--- src/rtl/crc8_command_framer_core_assert.svh ---
// assertion macros shared by the command framer modules
`ifndef CRC8_COMMAND_FRAMER_CORE_ASSERT_SVH
`define CRC8_COMMAND_FRAMER_CORE_ASSERT_SVH

// checked on every clock edge outside reset
`define CF_ASSERT(lbl, clk, rst_n, prop) \
    lbl: assert property (@(posedge clk) disable iff (!rst_n) prop) \
        else $error("framer check failed");

// checked on every clock edge, reset included
`define CF_ASSERT_ALWAYS(lbl, clk, prop) \
    lbl: assert property (@(posedge clk) prop) \
        else $error("framer check failed");

`endif

--- src/rtl/crc8cf_pkg.sv ---
// shared types, constants and crc function of the command framer
package crc8cf_pkg;

    localparam logic [7:0] HdrFirst   = 8'h51;
    localparam logic [7:0] HdrSecond  = 8'hAC;
    localparam logic [7:0] LenExtra   = 8'd2;
    localparam logic [7:0] MaxPayload = 8'd253;
    localparam logic [7:0] CrcInit    = 8'h01;
    localparam logic [7:0] CrcPoly    = 8'h8C;

    localparam int QDepth = 4;
    localparam int QPtrW  = $clog2(QDepth);
    localparam int QCntW  = $clog2(QDepth + 1);
    localparam int StepW  = 3;

    localparam logic [StepW-1:0] StepHdr2 = 3'd1;
    localparam logic [StepW-1:0] StepLen  = 3'd2;
    localparam logic [StepW-1:0] StepCmd  = 3'd3;
    localparam logic [StepW-1:0] StepCrc  = 3'd4;

    typedef enum logic [1:0] {
        K_START   = 2'd0,
        K_PAYLOAD = 2'd1,
        K_ERROR   = 2'd2
    } t_kind;

    // one classified transaction, waiting for the back end
    typedef struct packed {
        t_kind      kind;
        logic [7:0] data;      // command id or payload byte
        logic [7:0] len_byte;  // length byte of a start
        logic [7:0] crc;       // crc after this byte
        logic       close;     // crc byte follows
    } t_cmd;

    // reflected crc-8 update, bitwise over the eight bits of (crc ^ byte)
    function automatic logic [7:0] f_crc8(input logic [7:0] crc, input logic [7:0] data);
        logic [7:0] c;
        c = crc ^ data;
        for (int k = 0; k < 8; k++) begin
            c = c[0] ? ((c >> 1) ^ CrcPoly) : (c >> 1);
        end
        return c;
    endfunction

endpackage

--- src/rtl/crc8cf_if.sv ---
// channel interfaces of the command framer
interface crc8cf_in_if;
    logic       valid;
    logic       ready;
    logic       operation;
    logic [7:0] command_id;
    logic [7:0] payload_length;
    logic [7:0] payload_byte;

    modport source (output valid, operation, command_id, payload_length, payload_byte,
                    input ready);
    modport sink   (input valid, operation, command_id, payload_length, payload_byte,
                    output ready);
endinterface

interface crc8cf_out_if;
    logic       valid;
    logic       ready;
    logic [7:0] frame_byte;
    logic       end_of_frame;
    logic       status;

    modport source (output valid, frame_byte, end_of_frame, status, input ready);
    modport sink   (input valid, frame_byte, end_of_frame, status, output ready);
endinterface

--- src/rtl/crc8_command_framer_core.sv ---
// top level of the crc-8 command framer
//
//   channel | dir | transaction
//   i_in    | in  | start (command id, length) or one payload byte
//   o_out   | out | one frame byte with end-of-frame and status flags
//
// output runs at one byte per cycle unless o_out stalls; a start expands to
// 4 or 5 output bytes, a payload byte to 1 or 2, an error byte to 1
// input is taken every cycle while the 4-entry queue has room, so the
// sustained input rate is set by the output byte count of each transaction
// reset is synchronous, active low, and empties the queue and frame state
// a stall on o_out backs up into the queue, then drops i_in.ready
module crc8_command_framer_core
    import crc8cf_pkg::*;
(
    input  logic          i_clk,
    input  logic          i_rst_n,
    crc8cf_in_if.sink     i_in,
    crc8cf_out_if.source  o_out
);

    logic q_full;
    logic q_valid;
    logic push;
    logic pop;
    t_cmd cmd;
    t_cmd head;

    crc8cf_front u_front (
        .i_clk    (i_clk),
        .i_rst_n  (i_rst_n),
        .i_in     (i_in),
        .i_q_full (q_full),
        .o_push   (push),
        .o_cmd    (cmd)
    );

    crc8cf_queue u_queue (
        .i_clk   (i_clk),
        .i_rst_n (i_rst_n),
        .i_push  (push),
        .i_cmd   (cmd),
        .i_pop   (pop),
        .o_full  (q_full),
        .o_valid (q_valid),
        .o_head  (head)
    );

    crc8cf_back u_back (
        .i_clk     (i_clk),
        .i_rst_n   (i_rst_n),
        .i_q_valid (q_valid),
        .i_head    (head),
        .o_pop     (pop),
        .o_out     (o_out)
    );

endmodule

--- src/rtl/crc8cf_front.sv ---
// front end: accepts transactions, tracks frame state and crc, classifies
`include "crc8_command_framer_core_assert.svh"
module crc8cf_front
    import crc8cf_pkg::*;
(
    input  logic         i_clk,
    input  logic         i_rst_n,
    crc8cf_in_if.sink    i_in,
    input  logic         i_q_full,
    output logic         o_push,
    output t_cmd         o_cmd
);

    logic [7:0] r_crc, n_crc;
    logic [7:0] r_rem, n_rem;
    logic       r_open, n_open;
    logic [7:0] len_sat;
    logic [7:0] crc_upd;

    assign i_in.ready = !i_q_full;
    assign o_push     = i_in.valid && !i_q_full;
    assign len_sat    = (i_in.payload_length > MaxPayload) ? MaxPayload : i_in.payload_length;

    always_comb begin
        n_crc         = r_crc;
        n_rem         = r_rem;
        n_open        = r_open;
        crc_upd       = 8'h00;
        o_cmd.kind    = K_ERROR;
        o_cmd.data    = i_in.payload_byte;
        o_cmd.len_byte = len_sat + LenExtra;
        o_cmd.crc     = 8'h00;
        o_cmd.close   = 1'b0;
        if (!i_in.operation) begin
            crc_upd     = f_crc8(CrcInit, i_in.command_id);
            o_cmd.kind  = K_START;
            o_cmd.data  = i_in.command_id;
            o_cmd.crc   = crc_upd;
            o_cmd.close = (len_sat == 8'd0);
            if (len_sat == 8'd0) begin
                n_crc  = CrcInit;
                n_rem  = 8'd0;
                n_open = 1'b0;
            end else begin
                n_crc  = crc_upd;
                n_rem  = len_sat;
                n_open = 1'b1;
            end
        end else if (r_open) begin
            crc_upd     = f_crc8(r_crc, i_in.payload_byte);
            o_cmd.kind  = K_PAYLOAD;
            o_cmd.crc   = crc_upd;
            o_cmd.close = (r_rem == 8'd1);
            n_rem       = r_rem - 8'd1;
            if (r_rem == 8'd1) begin
                n_crc  = CrcInit;
                n_open = 1'b0;
            end else begin
                n_crc  = crc_upd;
            end
        end
    end

    always_ff @(posedge i_clk) begin
        if (!i_rst_n) begin
            r_crc  <= CrcInit;
            r_rem  <= 8'd0;
            r_open <= 1'b0;
        end else if (o_push) begin
            r_crc  <= n_crc;
            r_rem  <= n_rem;
            r_open <= n_open;
        end
    end

    // a closed frame always sits at the reset state
    `CF_ASSERT(a_closed_idle, i_clk, i_rst_n, !r_open |-> (r_rem == 8'd0 && r_crc == CrcInit))
    // an open frame still owes at least one payload byte
    `CF_ASSERT(a_open_rem, i_clk, i_rst_n, r_open |-> (r_rem != 8'd0 && r_rem <= MaxPayload))

endmodule

--- src/rtl/crc8cf_queue.sv ---
// short fifo of classified transactions between front and back ends
`include "crc8_command_framer_core_assert.svh"
module crc8cf_queue
    import crc8cf_pkg::*;
(
    input  logic i_clk,
    input  logic i_rst_n,
    input  logic i_push,
    input  t_cmd i_cmd,
    input  logic i_pop,
    output logic o_full,
    output logic o_valid,
    output t_cmd o_head
);

    t_cmd             r_mem [QDepth];
    logic [QPtrW-1:0] r_wr, r_rd;
    logic [QCntW-1:0] r_cnt;

    assign o_full  = (r_cnt == QCntW'(QDepth));
    assign o_valid = (r_cnt != '0);
    assign o_head  = r_mem[r_rd];

    always_ff @(posedge i_clk) begin
        if (i_push) begin
            r_mem[r_wr] <= i_cmd;
        end
    end

    always_ff @(posedge i_clk) begin
        if (!i_rst_n) begin
            r_wr  <= '0;
            r_rd  <= '0;
            r_cnt <= '0;
        end else begin
            if (i_push) begin
                r_wr <= r_wr + 1'b1;
            end
            if (i_pop) begin
                r_rd <= r_rd + 1'b1;
            end
            unique case ({i_push, i_pop})
                2'b10:   r_cnt <= r_cnt + 1'b1;
                2'b01:   r_cnt <= r_cnt - 1'b1;
                default: r_cnt <= r_cnt;
            endcase
        end
    end

    `CF_ASSERT(a_no_overflow, i_clk, i_rst_n, i_push |-> !o_full)
    `CF_ASSERT(a_ptr_count, i_clk, i_rst_n, (r_wr - r_rd) == r_cnt[QPtrW-1:0])

endmodule

--- src/rtl/crc8cf_back.sv ---
// back end: expands each queued transaction into output bytes
`include "crc8_command_framer_core_assert.svh"
module crc8cf_back
    import crc8cf_pkg::*;
(
    input  logic          i_clk,
    input  logic          i_rst_n,
    input  logic          i_q_valid,
    input  t_cmd          i_head,
    output logic          o_pop,
    crc8cf_out_if.source  o_out
);

    logic [StepW-1:0] r_step;
    logic             r_valid;
    logic [7:0]       r_byte, n_byte;
    logic             r_eof, n_eof;
    logic             r_status, n_status;
    logic             last;
    logic             advance;
    logic             emit;

    assign advance = !r_valid || o_out.ready;
    assign emit    = advance && i_q_valid;
    assign o_pop   = emit && last;

    assign o_out.valid        = r_valid;
    assign o_out.frame_byte   = r_byte;
    assign o_out.end_of_frame = r_eof;
    assign o_out.status       = r_status;

    always_comb begin
        n_byte   = 8'h00;
        n_eof    = 1'b0;
        n_status = 1'b0;
        last     = 1'b1;
        unique case (i_head.kind)
            K_START: begin
                priority if (r_step == '0) begin
                    n_byte = HdrFirst;
                    last   = 1'b0;
                end else if (r_step == StepHdr2) begin
                    n_byte = HdrSecond;
                    last   = 1'b0;
                end else if (r_step == StepLen) begin
                    n_byte = i_head.len_byte;
                    last   = 1'b0;
                end else if (r_step == StepCmd) begin
                    n_byte = i_head.data;
                    last   = !i_head.close;
                end else begin
                    n_byte = i_head.crc;
                    n_eof  = 1'b1;
                end
            end
            K_PAYLOAD: begin
                if (r_step == '0) begin
                    n_byte = i_head.data;
                    last   = !i_head.close;
                end else begin
                    n_byte = i_head.crc;
                    n_eof  = 1'b1;
                end
            end
            K_ERROR: begin
                n_status = 1'b1;
            end
            default: begin
                n_status = 1'b1;
            end
        endcase
    end

    always_ff @(posedge i_clk) begin
        if (!i_rst_n) begin
            r_valid <= 1'b0;
            r_step  <= '0;
        end else begin
            if (advance) begin
                r_valid <= i_q_valid;
            end
            if (emit) begin
                r_step <= last ? '0 : r_step + 1'b1;
            end
        end
    end

    always_ff @(posedge i_clk) begin
        if (emit) begin
            r_byte   <= n_byte;
            r_eof    <= n_eof;
            r_status <= n_status;
        end
    end

    `CF_ASSERT(a_step_range, i_clk, i_rst_n, r_step <= StepCrc)
    // a payload transaction never gets past its crc byte
    `CF_ASSERT(a_payload_steps, i_clk, i_rst_n,
        (i_q_valid && i_head.kind == K_PAYLOAD) |-> r_step <= StepHdr2)

endmodule
--- src/flat_wrapper.sv ---
// flat-port wrapper written by rule: the top's interface ports become plain ports
module crc8_command_framer_core_flat import crc8cf_pkg::*;
  (i_clk, i_rst_n, i_in_valid, i_in_operation, i_in_command_id, i_in_payload_length, i_in_payload_byte, i_in_ready, o_out_valid, o_out_frame_byte, o_out_end_of_frame, o_out_status, o_out_ready);
  crc8cf_in_if i_in_i ();
  crc8cf_out_if o_out_i ();
  input  logic i_clk;
  input  logic i_rst_n;
  input wire logic [$bits(i_in_i.valid)-1:0] i_in_valid;
  input wire logic [$bits(i_in_i.operation)-1:0] i_in_operation;
  input wire logic [$bits(i_in_i.command_id)-1:0] i_in_command_id;
  input wire logic [$bits(i_in_i.payload_length)-1:0] i_in_payload_length;
  input wire logic [$bits(i_in_i.payload_byte)-1:0] i_in_payload_byte;
  output wire logic [$bits(i_in_i.ready)-1:0] i_in_ready;
  output wire logic [$bits(o_out_i.valid)-1:0] o_out_valid;
  output wire logic [$bits(o_out_i.frame_byte)-1:0] o_out_frame_byte;
  output wire logic [$bits(o_out_i.end_of_frame)-1:0] o_out_end_of_frame;
  output wire logic [$bits(o_out_i.status)-1:0] o_out_status;
  input wire logic [$bits(o_out_i.ready)-1:0] o_out_ready;
  assign i_in_i.valid = i_in_valid;
  assign i_in_i.operation = i_in_operation;
  assign i_in_i.command_id = i_in_command_id;
  assign i_in_i.payload_length = i_in_payload_length;
  assign i_in_i.payload_byte = i_in_payload_byte;
  assign i_in_ready = i_in_i.ready;
  assign o_out_valid = o_out_i.valid;
  assign o_out_frame_byte = o_out_i.frame_byte;
  assign o_out_end_of_frame = o_out_i.end_of_frame;
  assign o_out_status = o_out_i.status;
  assign o_out_i.ready = o_out_ready;
  crc8_command_framer_core u_core (.i_clk(i_clk), .i_rst_n(i_rst_n), .i_in(i_in_i), .o_out(o_out_i));
endmodule
--- config.mk ---
export PLATFORM = sky130hd
export DESIGN_NAME = crc8_command_framer_core_flat
export DESIGN_NICKNAME = d
export VERILOG_FILES = /design/src/rtl/crc8cf_pkg.sv /design/src/rtl/crc8cf_if.sv /design/src/rtl/crc8_command_framer_core.sv /design/src/rtl/crc8cf_front.sv /design/src/rtl/crc8cf_queue.sv /design/src/rtl/crc8cf_back.sv /design/src/flat_wrapper.sv
export VERILOG_INCLUDE_DIRS = /design/src /design/src/rtl
export SDC_FILE = /design/constraint.sdc
export NUM_CORES = 1
export LEC_CHECK = 0
export ABC_AREA = 0
export ABC_CLOCK_PERIOD_IN_PS = 3600
export BUFFER_PORTS_ARGS = -buffer_cell sky130_fd_sc_hd__buf_2
export CORE_MARGIN = 1
export CORE_UTILIZATION = 50
export DETAILED_ROUTE_END_ITERATION = 7
export HOLD_SLACK_MARGIN = 0.05
export PLACE_DENSITY = 0.69
export SYNTH_ARGS = -nofsm -noshare
export SYNTH_HDL_FRONTEND = slang
export SYNTH_SLANG_ARGS = --single-unit
--- constraint.sdc ---
create_clock -name i_clk -period 3.6 [get_ports i_clk]
set_input_delay 0.18 -clock i_clk [delete_from_list [all_inputs] [get_ports i_clk]]
set_output_delay 0.18 -clock i_clk [all_outputs]
set_load 0.005 [all_outputs]
==> results of run 1 <==
-- layout by cell type, fill, tap and decap left out, types with 10 or more instances in the layout --
cell type and count:
o22ai_1 11, nor2_1 19, nand2_1 33, xor2_1 13, edfxtp_1 118, inv_1 21, nor2b_1 10, dfxtp_1 29
mux4_2 23, nand3_1 14, o21ai_0 11, xnor2_1 27, clkbuf_16 17, a21oi_1 14, ha_1 13, buf_2 40
-- final cells by class --
cell class | count | area, um^2
fillers | 1063 | 5450
flip-flops and latches | 148 | 4150
multi-input cells | 301 | 2560
clock buffers | 23 | 478
repair buffers | 49 | 270
well taps | 176 | 220
clock inverters | 9 | 151
inverters | 21 | 78.8
-- per-stage QoR --
stage          instance area, um^2  power (W)  utilization [%]  std cells
3_5_place_dp                  7260    0.00400             54.4        694
6_report                      7900    0.00584             59.2        727
3_3_place_gp                  7260    0.00395             54.4        694
5_1_grt                       7900    0.00612             59.2        727
2_1_floorplan                 6900    0.00357                -        494
4_1_cts                       7900    0.00588             59.2        727
-- sequential cells by signal, summed over array words and instances (netlist names), named ones only --
register,cells
u_core.u_back.o_out.end_of_frame,1
u_core.u_back.o_out.frame_byte,8
u_core.u_back.o_out.status,1
u_core.u_back.o_out.valid,1
u_core.u_back.r_step,3
u_core.u_front.r_crc,8
u_core.u_front.r_open,1
u_core.u_front.r_rem,8
u_core.u_queue.r_cnt,3
u_core.u_queue.r_mem,108
u_core.u_queue.r_rd,2
u_core.u_queue.r_wr,2
-- cell families (layout without fill, tap and decap cells) --
| family | Yosys count | count (layout) | share of synthesized area (%) |
|---|---|---|---|
| AO/OA/AOI/OAI | 83 | 83 | 8.80 |
| XOR/XNOR | 41 | 41 | 5.41 |
| AND/OR/NAND/NOR | 121 | 121 | 9.09 |
| buffers and inverters | 45 | 102 | 2.81 |
| adder cells (fa/ha/maj) | 14 | 14 | 2.65 |
| multiplexers | 42 | 42 | 11.1 |
| flip-flops | 148 | 148 | 60.1 |
-- final timing paths --
path / startpoint / end / cells after the start
worst max-delay path: flip-flop / u_core.u_queue.r_cnt[2] / 10
worst max register to register: flip-flop / u_core.u_queue.r_cnt[2] / 10
worst min register to register: u_core.u_back.o_out.valid / u_core.u_back.o_out.valid / 2
worst min-delay path: i_in_command_id[6] / u_core.u_queue.r_mem[2][23] / 2
-- routing by layer --
layer	wire, um	vias up	part of all wire (%)
met5	0	-	0
met4	280	0	2.0
met3	741	20	5.4
met2	6680	134	48
met1	6120	2078	44
li1	-	1965	-
-- synth_stat cells, drive strengths merged (2+ instances only) --
library cell,instances
nor2b,10
a21o,3
a21oi,14
o221ai,4
a221oi,3
mux2i,7
mux2,9
o22a,2
xnor2,27
nand2,33
o211ai,2
buf,11
nor2,21
and3,5
clkbuf,13
or3b,4
o221a,4
a41oi,2
and2,7
or3,2
nor3,7
inv,21
o22ai,11
nand3,14
a31oi,5
nor4,3
a222oi,2
a22oi,4
or2,4
a21boi,7
o21ai,11
nand2b,8
a221o,2
ha,13
edfxtp,118
xor2,13
mux4,26
dfxtp,30
-- report_power, final --
part / internal, W / switching (W) / leakage (nW) / total (W)
Combinational: 0.000702 / 0.000936 / 1.13 / 0.00164
Sequential: 0.00222 / 0.000108 / 1.35 / 0.00233
Clock: 0.00121 / 0.000660 / 0.297 / 0.00187
==> results.sh, run 1 <==
export IMPL_status="complete, no violations"
export IMPL_cts_buffers=17
export IMPL_critical_path_slowest_cell="mux4_2"
export IMPL_row_count=42
export IMPL_cts_clk_slew_worst_paths_ns=0.06
export IMPL_fmax_mhz=323
export IMPL_drt_iter0_drc=309
export IMPL_synth_ff_type="edfxtp_1"
export IMPL_grt_start_max_net_pins=43
export IMPL_crit_family="simple AND/OR/NAND/NOR gates"
export IMPL_ys_async_sr_fraction_pct=0
export IMPL_hold_path_class="input port to flip-flop"
export IMPL_avgViaCountPerCell=5.77
export IMPL_core_area_um2=13300
export IMPL_path_class="flip-flop to flip-flop"
export IMPL_finalSetupTns_ns=0
export IMPL_setup_violations_final=0
export IMPL_wl_per_cell_um=19.0
export IMPL_fin_ws_ns=0.504
export IMPL_worstPathCellList="mux4_2 > nor3_2 > a311oi_4 > nor2_4 > ha_1 > inv_1 > fa_1 > xor2_1 > or3_1 > a21boi_0"
export IMPL_clock_sinks=148
export IMPL_chipHeight_um=119
export IMPL_seq_area_frac_synth_pct=60.1
export IMPL_cp_buffers_inverters=1
export IMPL_whs_ns=0.151
export IMPL_postCtsHoldBufs=1
export IMPL_hpwl_um=9390
export IMPL_gp_congestion=0.852
export IMPL_worstSetupEndpointType="flip-flop"
export IMPL_overflow=0
export IMPL_slowest_delay_ns=0.66
export IMPL_postCtsSetupRepairBufs=0
export IMPL_yosysTopAreaCellShare_pct=51.4
export IMPL_drc=0
export IMPL_cts_root_buf="clkbuf_16"
export IMPL_met3_usage_pct=4.79
export IMPL_syn2layout_area_growth_pct=14.6
export IMPL_clock_latency_ns=0.43
export IMPL_leakage_nw=2.77
export IMPL_fin_crit_ns=3.10
export IMPL_startpoint_type="flip-flop"
export IMPL_first_global_vias=4259
export IMPL_portBuffers=40
export IMPL_drive_gt1_share_pct=21.8
export IMPL_irDropWorstVdd_mv=0.381
export IMPL_rsz0062_at_grt="no"
export IMPL_synthDistinctLibCells=61
export IMPL_dp_slack_ns=0.499
export IMPL_r2r_setup_slack_ns=0.50
export IMPL_start_util_pct=51.7
export IMPL_cp_arrival_ns=3.43
export IMPL_ys_ff_latch=148
export IMPL_tightest_slew_ns=0.847
export IMPL_ys_warn_count=0
export IMPL_synth_area_leader_cell="edfxtp_1"
export IMPL_final_hold_viol_count=0
export IMPL_tritoncts="done"
export IMPL_syn_cell_area_um2=6900
export IMPL_clk_path_buf_depth=2
export IMPL_period_share_pct=86.0
export IMPL_firstDrtPassIters=4
export IMPL_gr_usage_met2_pct=34.5
export IMPL_antenna_found_initial=0
export IMPL_ant_nets=0
export IMPL_post_cts_resized=0
export IMPL_cp_required_ns=3.93
export IMPL_htreeDepth=4
export IMPL_power_density_nw_per_um2=739
export IMPL_syn_area_per_cell_um2=14.0
export IMPL_cap_violations=0
export IMPL_fin_worst_skew_ns=0.0180
export IMPL_cp_max_fo=13
export IMPL_synth_cells=494
export IMPL_met1_usage_pct=27.4
export IMPL_finalMaxSlewViolations=0
export IMPL_die_w_um=119
export IMPL_num_vias=4197
export IMPL_synth_edf_count=118
export IMPL_drt_total_wl_um=13800
export IMPL_slew_headroom_pct=43.4
export IMPL_fp_dieArea_um2=14300
export IMPL_fin_nets=581
export IMPL_synth_area_leaders="edfxtp_1 (51%), dfxtp_1 (8.7%), mux4_2 (7.5%)"
export IMPL_io_pins=41
export IMPL_grt_use_total_pct=21.3
export IMPL_grt_pass1_wl_um=22400
export IMPL_top_usage_layer="met2"
export IMPL_antenna_cells=0
export IMPL_synth_fp_nets=537
No activity file was read; power rests on OpenSTA's default activity.
==> run 2, diff against run 1 <==
--- a/config.mk
+++ b/config.mk
@@ -7,7 +7,7 @@
 export NUM_CORES = 1
 export LEC_CHECK = 0
 export ABC_AREA = 0
-export ABC_CLOCK_PERIOD_IN_PS = 3600
+export ABC_CLOCK_PERIOD_IN_PS = 3700
 export BUFFER_PORTS_ARGS = -buffer_cell sky130_fd_sc_hd__buf_2
 export CORE_MARGIN = 1
 export CORE_UTILIZATION = 50
==> constraint.sdc (replaced) <==
create_clock -name i_clk -period 3.7 [get_ports i_clk]
set_input_delay 0.185 -clock i_clk [delete_from_list [all_inputs] [get_ports i_clk]]
set_output_delay 0.185 -clock i_clk [all_outputs]
set_load 0.005 [all_outputs]
==> results.sh, run 2 (synthesis gave the netlist of run 1 again) <==
export IMPL_grt_start_max_net_pins=43
export IMPL_grt_pass1_wl_um=22000
export IMPL_path_class="flip-flop to flip-flop"
export IMPL_first_global_vias=4209
export IMPL_final_hold_viol_count=0
export IMPL_postCtsSetupRepairBufs=0
export IMPL_slew_headroom_pct=42.4
export IMPL_critical_path_slowest_cell="mux4_2"
export IMPL_setup_violations_final=0
export IMPL_worstPathCellList="mux4_2 > nor3_2 > a311oi_4 > nor2_4 > ha_1 > inv_1 > fa_1 > xor2_1 > or3_1 > a21boi_0"
export IMPL_io_pins=41
export IMPL_row_count=42
export IMPL_syn2layout_area_growth_pct=14.4
export IMPL_drive_gt1_share_pct=22.2
export IMPL_hpwl_um=9310
export IMPL_holdPathEnd="u_core.u_front.r_crc[7]"
export IMPL_avgViaCountPerCell=5.73
export IMPL_p_total_w=0.00564
export IMPL_r2r_setup_slack_ns=0.59
export IMPL_firstDrtPassIters=5
export IMPL_status="complete, no violations"
export IMPL_final_util_pct=59.1
export IMPL_slowest_delay_ns=0.66
export IMPL_drt_iter0_drc=263
export IMPL_cp_arrival_ns=3.45
export IMPL_whs_path_depth=3
export IMPL_rsz0062_at_grt="no"
export IMPL_cap_violations=0
export IMPL_portBuffers=40
export IMPL_die_w_um=119
export IMPL_worstRegToRegCells=10
export IMPL_fin_crit_ns=3.11
export IMPL_ant_nets=0
export IMPL_fin_nets=580
export IMPL_irDropWorstVdd_mv=0.336
export IMPL_cp_required_ns=4.04
export IMPL_wl_per_cell_um=18.7
export IMPL_post_cts_resized=0
export IMPL_hold_path_class="input port to flip-flop"
export IMPL_clock_latency_ns=0.42
export IMPL_cts_clk_slew_worst_paths_ns=0.06
export IMPL_period_share_pct=84.1
export IMPL_layout_commonest_cell="edfxtp_1"
export IMPL_finalInstanceArea_um2=7890
export IMPL_antenna_found_initial=0
export IMPL_gp_congestion=0.856
export IMPL_fillCellCount=1045
export IMPL_grt_use_total_pct=20.8
export IMPL_whs_ns=0.163
export IMPL_antenna_cells=0
export IMPL_core_area_um2=13300
export IMPL_clock_sinks=148
export IMPL_fmax_mhz=321
export IMPL_finalMaxSlewViolations=0
export IMPL_r2r_end="u_core.u_queue.r_cnt[2]"
export IMPL_clk_path_buf_depth=2
export IMPL_startpoint_type="flip-flop"
export IMPL_num_vias=4160
export IMPL_finalSetupTns_ns=0
export IMPL_overflow=0
export IMPL_fin_worst_skew_ns=0.0135
export IMPL_cts_root_buf="clkbuf_16"
export IMPL_detailed_place_area_um2=7250
export IMPL_top_register="u_core.u_queue.r_mem"
export IMPL_htreeDepth=4
export IMPL_chipHeight_um=119
export IMPL_fp_dieArea_um2=14300
export IMPL_largest_reg_flops=108
export IMPL_start_util_pct=51.7
export IMPL_tightest_slew_ns=0.862
export IMPL_cp_max_fo=13
export IMPL_leakage_nw=2.77
export IMPL_worstHoldStart="i_in_command_id[3]"
export IMPL_tritoncts="done"
export IMPL_cts_buffers=17
export IMPL_worstSetupEndpointType="flip-flop"
export IMPL_final_cell_mix="edfxtp_1 (118), buf_2 (40), nand2_1 (33)"
export IMPL_drt_total_wl_um=13600
export IMPL_drc=0
export IMPL_power_density_nw_per_um2=715
[run 2: cell count changes in the layout (fill, tap and decap cells not counted)]
cell,previous run,this run
buf_4,8,7
clkbuf_8,3,1
clkinvlp_4,3,4
clkinv_2,1,3
clkinv_4,0,2
clkbuf_1,3,1
clkinv_1,1,0
[run 2: per-layer routing]
metal	GRT usage, %	wire (um)	up-vias
li1	-	-	1966
met1	27.5	6250	2062
met2	33.8	6540	116
met4	7.19	200	0
met3	4.89	619	16
met5	0	0	-
[run 2: report_power, final]
group	leakage (nW)	switching, W	internal, W
logic	1.13	0.000904	0.000679
clock network	0.295	0.000646	0.00114
registers	1.35	0.000105	0.00216
[run 2: worst max-delay path by stage]
stage	endpoint	cells after the start	start	slack (ns)
final	u_core.u_queue.r_cnt[2]	10	flip-flop	0.59
after global routing	u_core.u_queue.r_cnt[2]	10	flip-flop	0.49
after CTS	u_core.u_queue.r_cnt[2]	10	flip-flop	0.57
after detailed placement	u_core.u_queue.r_cnt[2]	10	flip-flop	0.58
after global placement	u_core.u_queue.r_cnt[2]	10	flip-flop	0.73
after floorplan	u_core.u_queue.r_cnt[2]	10	flip-flop	0.96
[run 2: final cells by class]
cell class              instances  area [um^2]  share of cell area (%)
multi-input cells             301         2560                    32.4
flip-flops and latches        148         4150                    52.5
repair buffers                 48          263                    3.33
clock buffers                  19          443                    5.61
inverters                      21         78.8                   0.999
well taps                     176          220                    2.79
clock inverters                13          183                    2.32
[run 2: worst max-delay path: cells and delay by family (launching register included)]
family,cells,cell delay [ns]
AO/OA/AOI/OAI,2,0.37
XOR/XNOR,1,0.16
adder cells (fa/ha/maj),2,0.58
buffers and inverters,1,0.06
flip-flops,1,0.40
multiplexers,1,0.66
AND/OR/NAND/NOR,3,0.81
[run 2: through the flow]
stage	setup slack [ns]	instances
6_report	0.587	726
3_5_place_dp	0.580	693
4_1_cts	0.568	726
3_3_place_gp	0.733	693
2_1_floorplan	0.960	494
5_1_grt	0.487	726
[run 2: what timing repair did]
action,in CTS,in global routing
setup endpoints to repair,0,0
hold endpoints to repair,1,0
hold buffers,1,0
==> run 3, diff against run 2 <==
--- a/config.mk
+++ b/config.mk
@@ -7,13 +7,13 @@
 export NUM_CORES = 1
 export LEC_CHECK = 0
 export ABC_AREA = 0
-export ABC_CLOCK_PERIOD_IN_PS = 3700
+export ABC_CLOCK_PERIOD_IN_PS = 2650
 export BUFFER_PORTS_ARGS = -buffer_cell sky130_fd_sc_hd__buf_2
 export CORE_MARGIN = 1
 export CORE_UTILIZATION = 50
 export DETAILED_ROUTE_END_ITERATION = 7
 export HOLD_SLACK_MARGIN = 0.05
-export PLACE_DENSITY = 0.69
+export PLACE_DENSITY = 0.71
 export SYNTH_ARGS = -nofsm -noshare
 export SYNTH_HDL_FRONTEND = slang
 export SYNTH_SLANG_ARGS = --single-unit
==> constraint.sdc (replaced) <==
create_clock -name i_clk -period 2.65 [get_ports i_clk]
set_input_delay 0.1325 -clock i_clk [delete_from_list [all_inputs] [get_ports i_clk]]
set_output_delay 0.1325 -clock i_clk [all_outputs]
set_load 0.005 [all_outputs]
==> results.sh, run 3 (synthesis gave the netlist of run 1 again) <==
export IMPL_cp_max_fo=4
export IMPL_hpwl_um=10200
export IMPL_multi_input_area_um2=2600
export IMPL_row_count=42
export IMPL_start_util_pct=51.7
export IMPL_fillCellCount=1006
export IMPL_slew_headroom_pct=48.9
export IMPL_gp_congestion=0.895
export IMPL_tritoncts="done"
export IMPL_fin_crit_ns=2.67
export IMPL_grt_use_total_pct=22.3
export IMPL_worstRegToRegCells=12
export IMPL_grt_pass1_wl_um=23200
export IMPL_drc=0
export IMPL_drive_gt1_share_pct=26.2
export IMPL_htreeDepth=4
export IMPL_status="finished with violations"
export IMPL_antenna_cells=0
export IMPL_cap_violations=0
export IMPL_clock_sinks=148
export IMPL_tightest_slew_ns=0.767
export IMPL_final_hold_viol_count=0
export IMPL_clock_latency_ns=0.42
export IMPL_finalMaxSlewViolations=0
export IMPL_die_w_um=119
export IMPL_cp_arrival_ns=3.02
export IMPL_leakage_nw=2.89
export IMPL_cts_clk_slew_worst_paths_ns=0.06
export IMPL_path_class="flip-flop to flip-flop"
export IMPL_fin_worst_skew_ns=0.0121
export IMPL_worstSetupEndpointType="flip-flop"
export IMPL_first_global_vias=4338
export IMPL_detailed_place_area_um2=7360
export IMPL_fin_nets=599
export IMPL_grt_start_max_net_pins=43
export IMPL_antenna_found_initial=0
export IMPL_core_area_um2=13300
export IMPL_layout_commonest_cell="edfxtp_1"
export IMPL_largest_reg_flops=108
export IMPL_hold_path_class="input port to flip-flop"
export IMPL_p_total_w=0.00832
export IMPL_ant_nets=0
export IMPL_top_register="u_core.u_queue.r_mem"
export IMPL_firstDrtPassIters=5
export IMPL_syn2layout_area_growth_pct=17.7
export IMPL_drt_iter0_drc=424
export IMPL_clk_path_buf_depth=2
export IMPL_rsz0062_at_grt="yes"
export IMPL_cts_root_buf="clkbuf_16"
export IMPL_avgViaCountPerCell=5.86
export IMPL_register_area_um2=4150
export IMPL_power_density_nw_per_um2=1030
export IMPL_cts_buffers=17
export IMPL_io_pins=41
export IMPL_startpoint_type="flip-flop"
export IMPL_period_share_pct=101
export IMPL_drt_total_wl_um=14800
export IMPL_fp_dieArea_um2=14300
export IMPL_cp_required_ns=3.01
export IMPL_chipHeight_um=119
export IMPL_portBuffers=40
export IMPL_whs_path_depth=3
export IMPL_fmax_mhz=375
export IMPL_violations="negative setup slack"
export IMPL_fin_ws_ns=-0.0159
export IMPL_final_cell_mix="edfxtp_1 (118), buf_2 (40), nand2_1 (33)"
export IMPL_wl_per_cell_um=19.9
export IMPL_setup_violations_final=1
export IMPL_finalInstanceArea_um2=8120
export IMPL_overflow=0
export IMPL_irDropWorstVdd_mv=0.490
export IMPL_num_vias=4366
run 3: cell count changes in the layout (fill, tap and decap cells not counted), sizes merged:
cell | before | now
clkbuf | 19 | 18
clkinvlp | 4 | 2
buf | 47 | 66
bufinv | 4 | 5
inv | 21 | 23
run 3: metrics by stage:
stage	utilization, %	setup TNS [ns]	hold slack (ns)	setup WS [ns]	cells
after floorplan	-	0	0.303	0.0279	494
after global placement	55.1	0	0.412	0.106	704
after detailed placement	55.1	-0.0583	0.421	-0.0583	704
after CTS	60.4	-0.0406	0.0837	-0.0406	741
after global routing	60.8	-0.0829	0.118	-0.0829	745
final	60.8	-0.0159	0.103	-0.0159	745
run 3: area by class of cell:
class	count	share of cell area (%)
multi-input cells	301	32.0
flip-flops and latches	148	51.1
repair buffers	67	5.04
well taps	176	2.71
clock buffers	18	5.29
clock inverters	14	2.79
inverters	21	1.00
run 3: path summary, 6_finish.rpt:
| kind | from | endpoint | slack (ns) |
|---|---|---|---|
| max | u_core.u_back.r_step[0] | u_core.u_queue.r_cnt[2] | -0.02 |
| min | i_in_command_id[2] | u_core.u_front.r_crc[6] | 0.10 |
| max reg2reg | u_core.u_back.r_step[0] | u_core.u_queue.r_cnt[2] | -0.02 |
| min reg2reg | u_core.u_back.o_out.valid | u_core.u_back.o_out.valid | 0.49 |
run 3: report_power, final:
part	internal, W	switching (W)
combinational	0.00113	0.00136
clock	0.00168	0.000957
sequential	0.00302	0.000162
total	0.00584	0.00248
run 3: critical path: stages (launching register included):
cell	delay, ns
dfxtp_4	0.36
inv_4	0.07
ha_4	0.13
or3b_1	0.36
o221a_4	0.28
a311oi_4	0.37
nor2_4	0.07
ha_4	0.17
inv_2	0.05
fa_2	0.18
xor2_1	0.08
or3_1	0.34
a21boi_1	0.14
run 3: metal layers:
| layer | wire [um] | share of wire, % | global-route usage [%] | vias up |
|---|---|---|---|---|
| met2 | 7240 | 49 | 36.4 | 155 |
| met5 | 0 | 0 | 0 | - |
| met3 | 840 | 5.7 | 5.03 | 27 |
| met1 | 6360 | 43 | 28.7 | 2177 |
| met4 | 348 | 2.4 | 9.45 | 0 |
| li1 | - | - | - | 2007 |
run 3: what timing repair did:
action | CTS | global route
buffers inserted | 4 | 4
resized for setup | 6 | 7
pin swaps | 6 | 6
endpoints found under the hold margin | 1 | 0
setup endpoints to repair | 1 | 2
hold buffers | 1 | 0
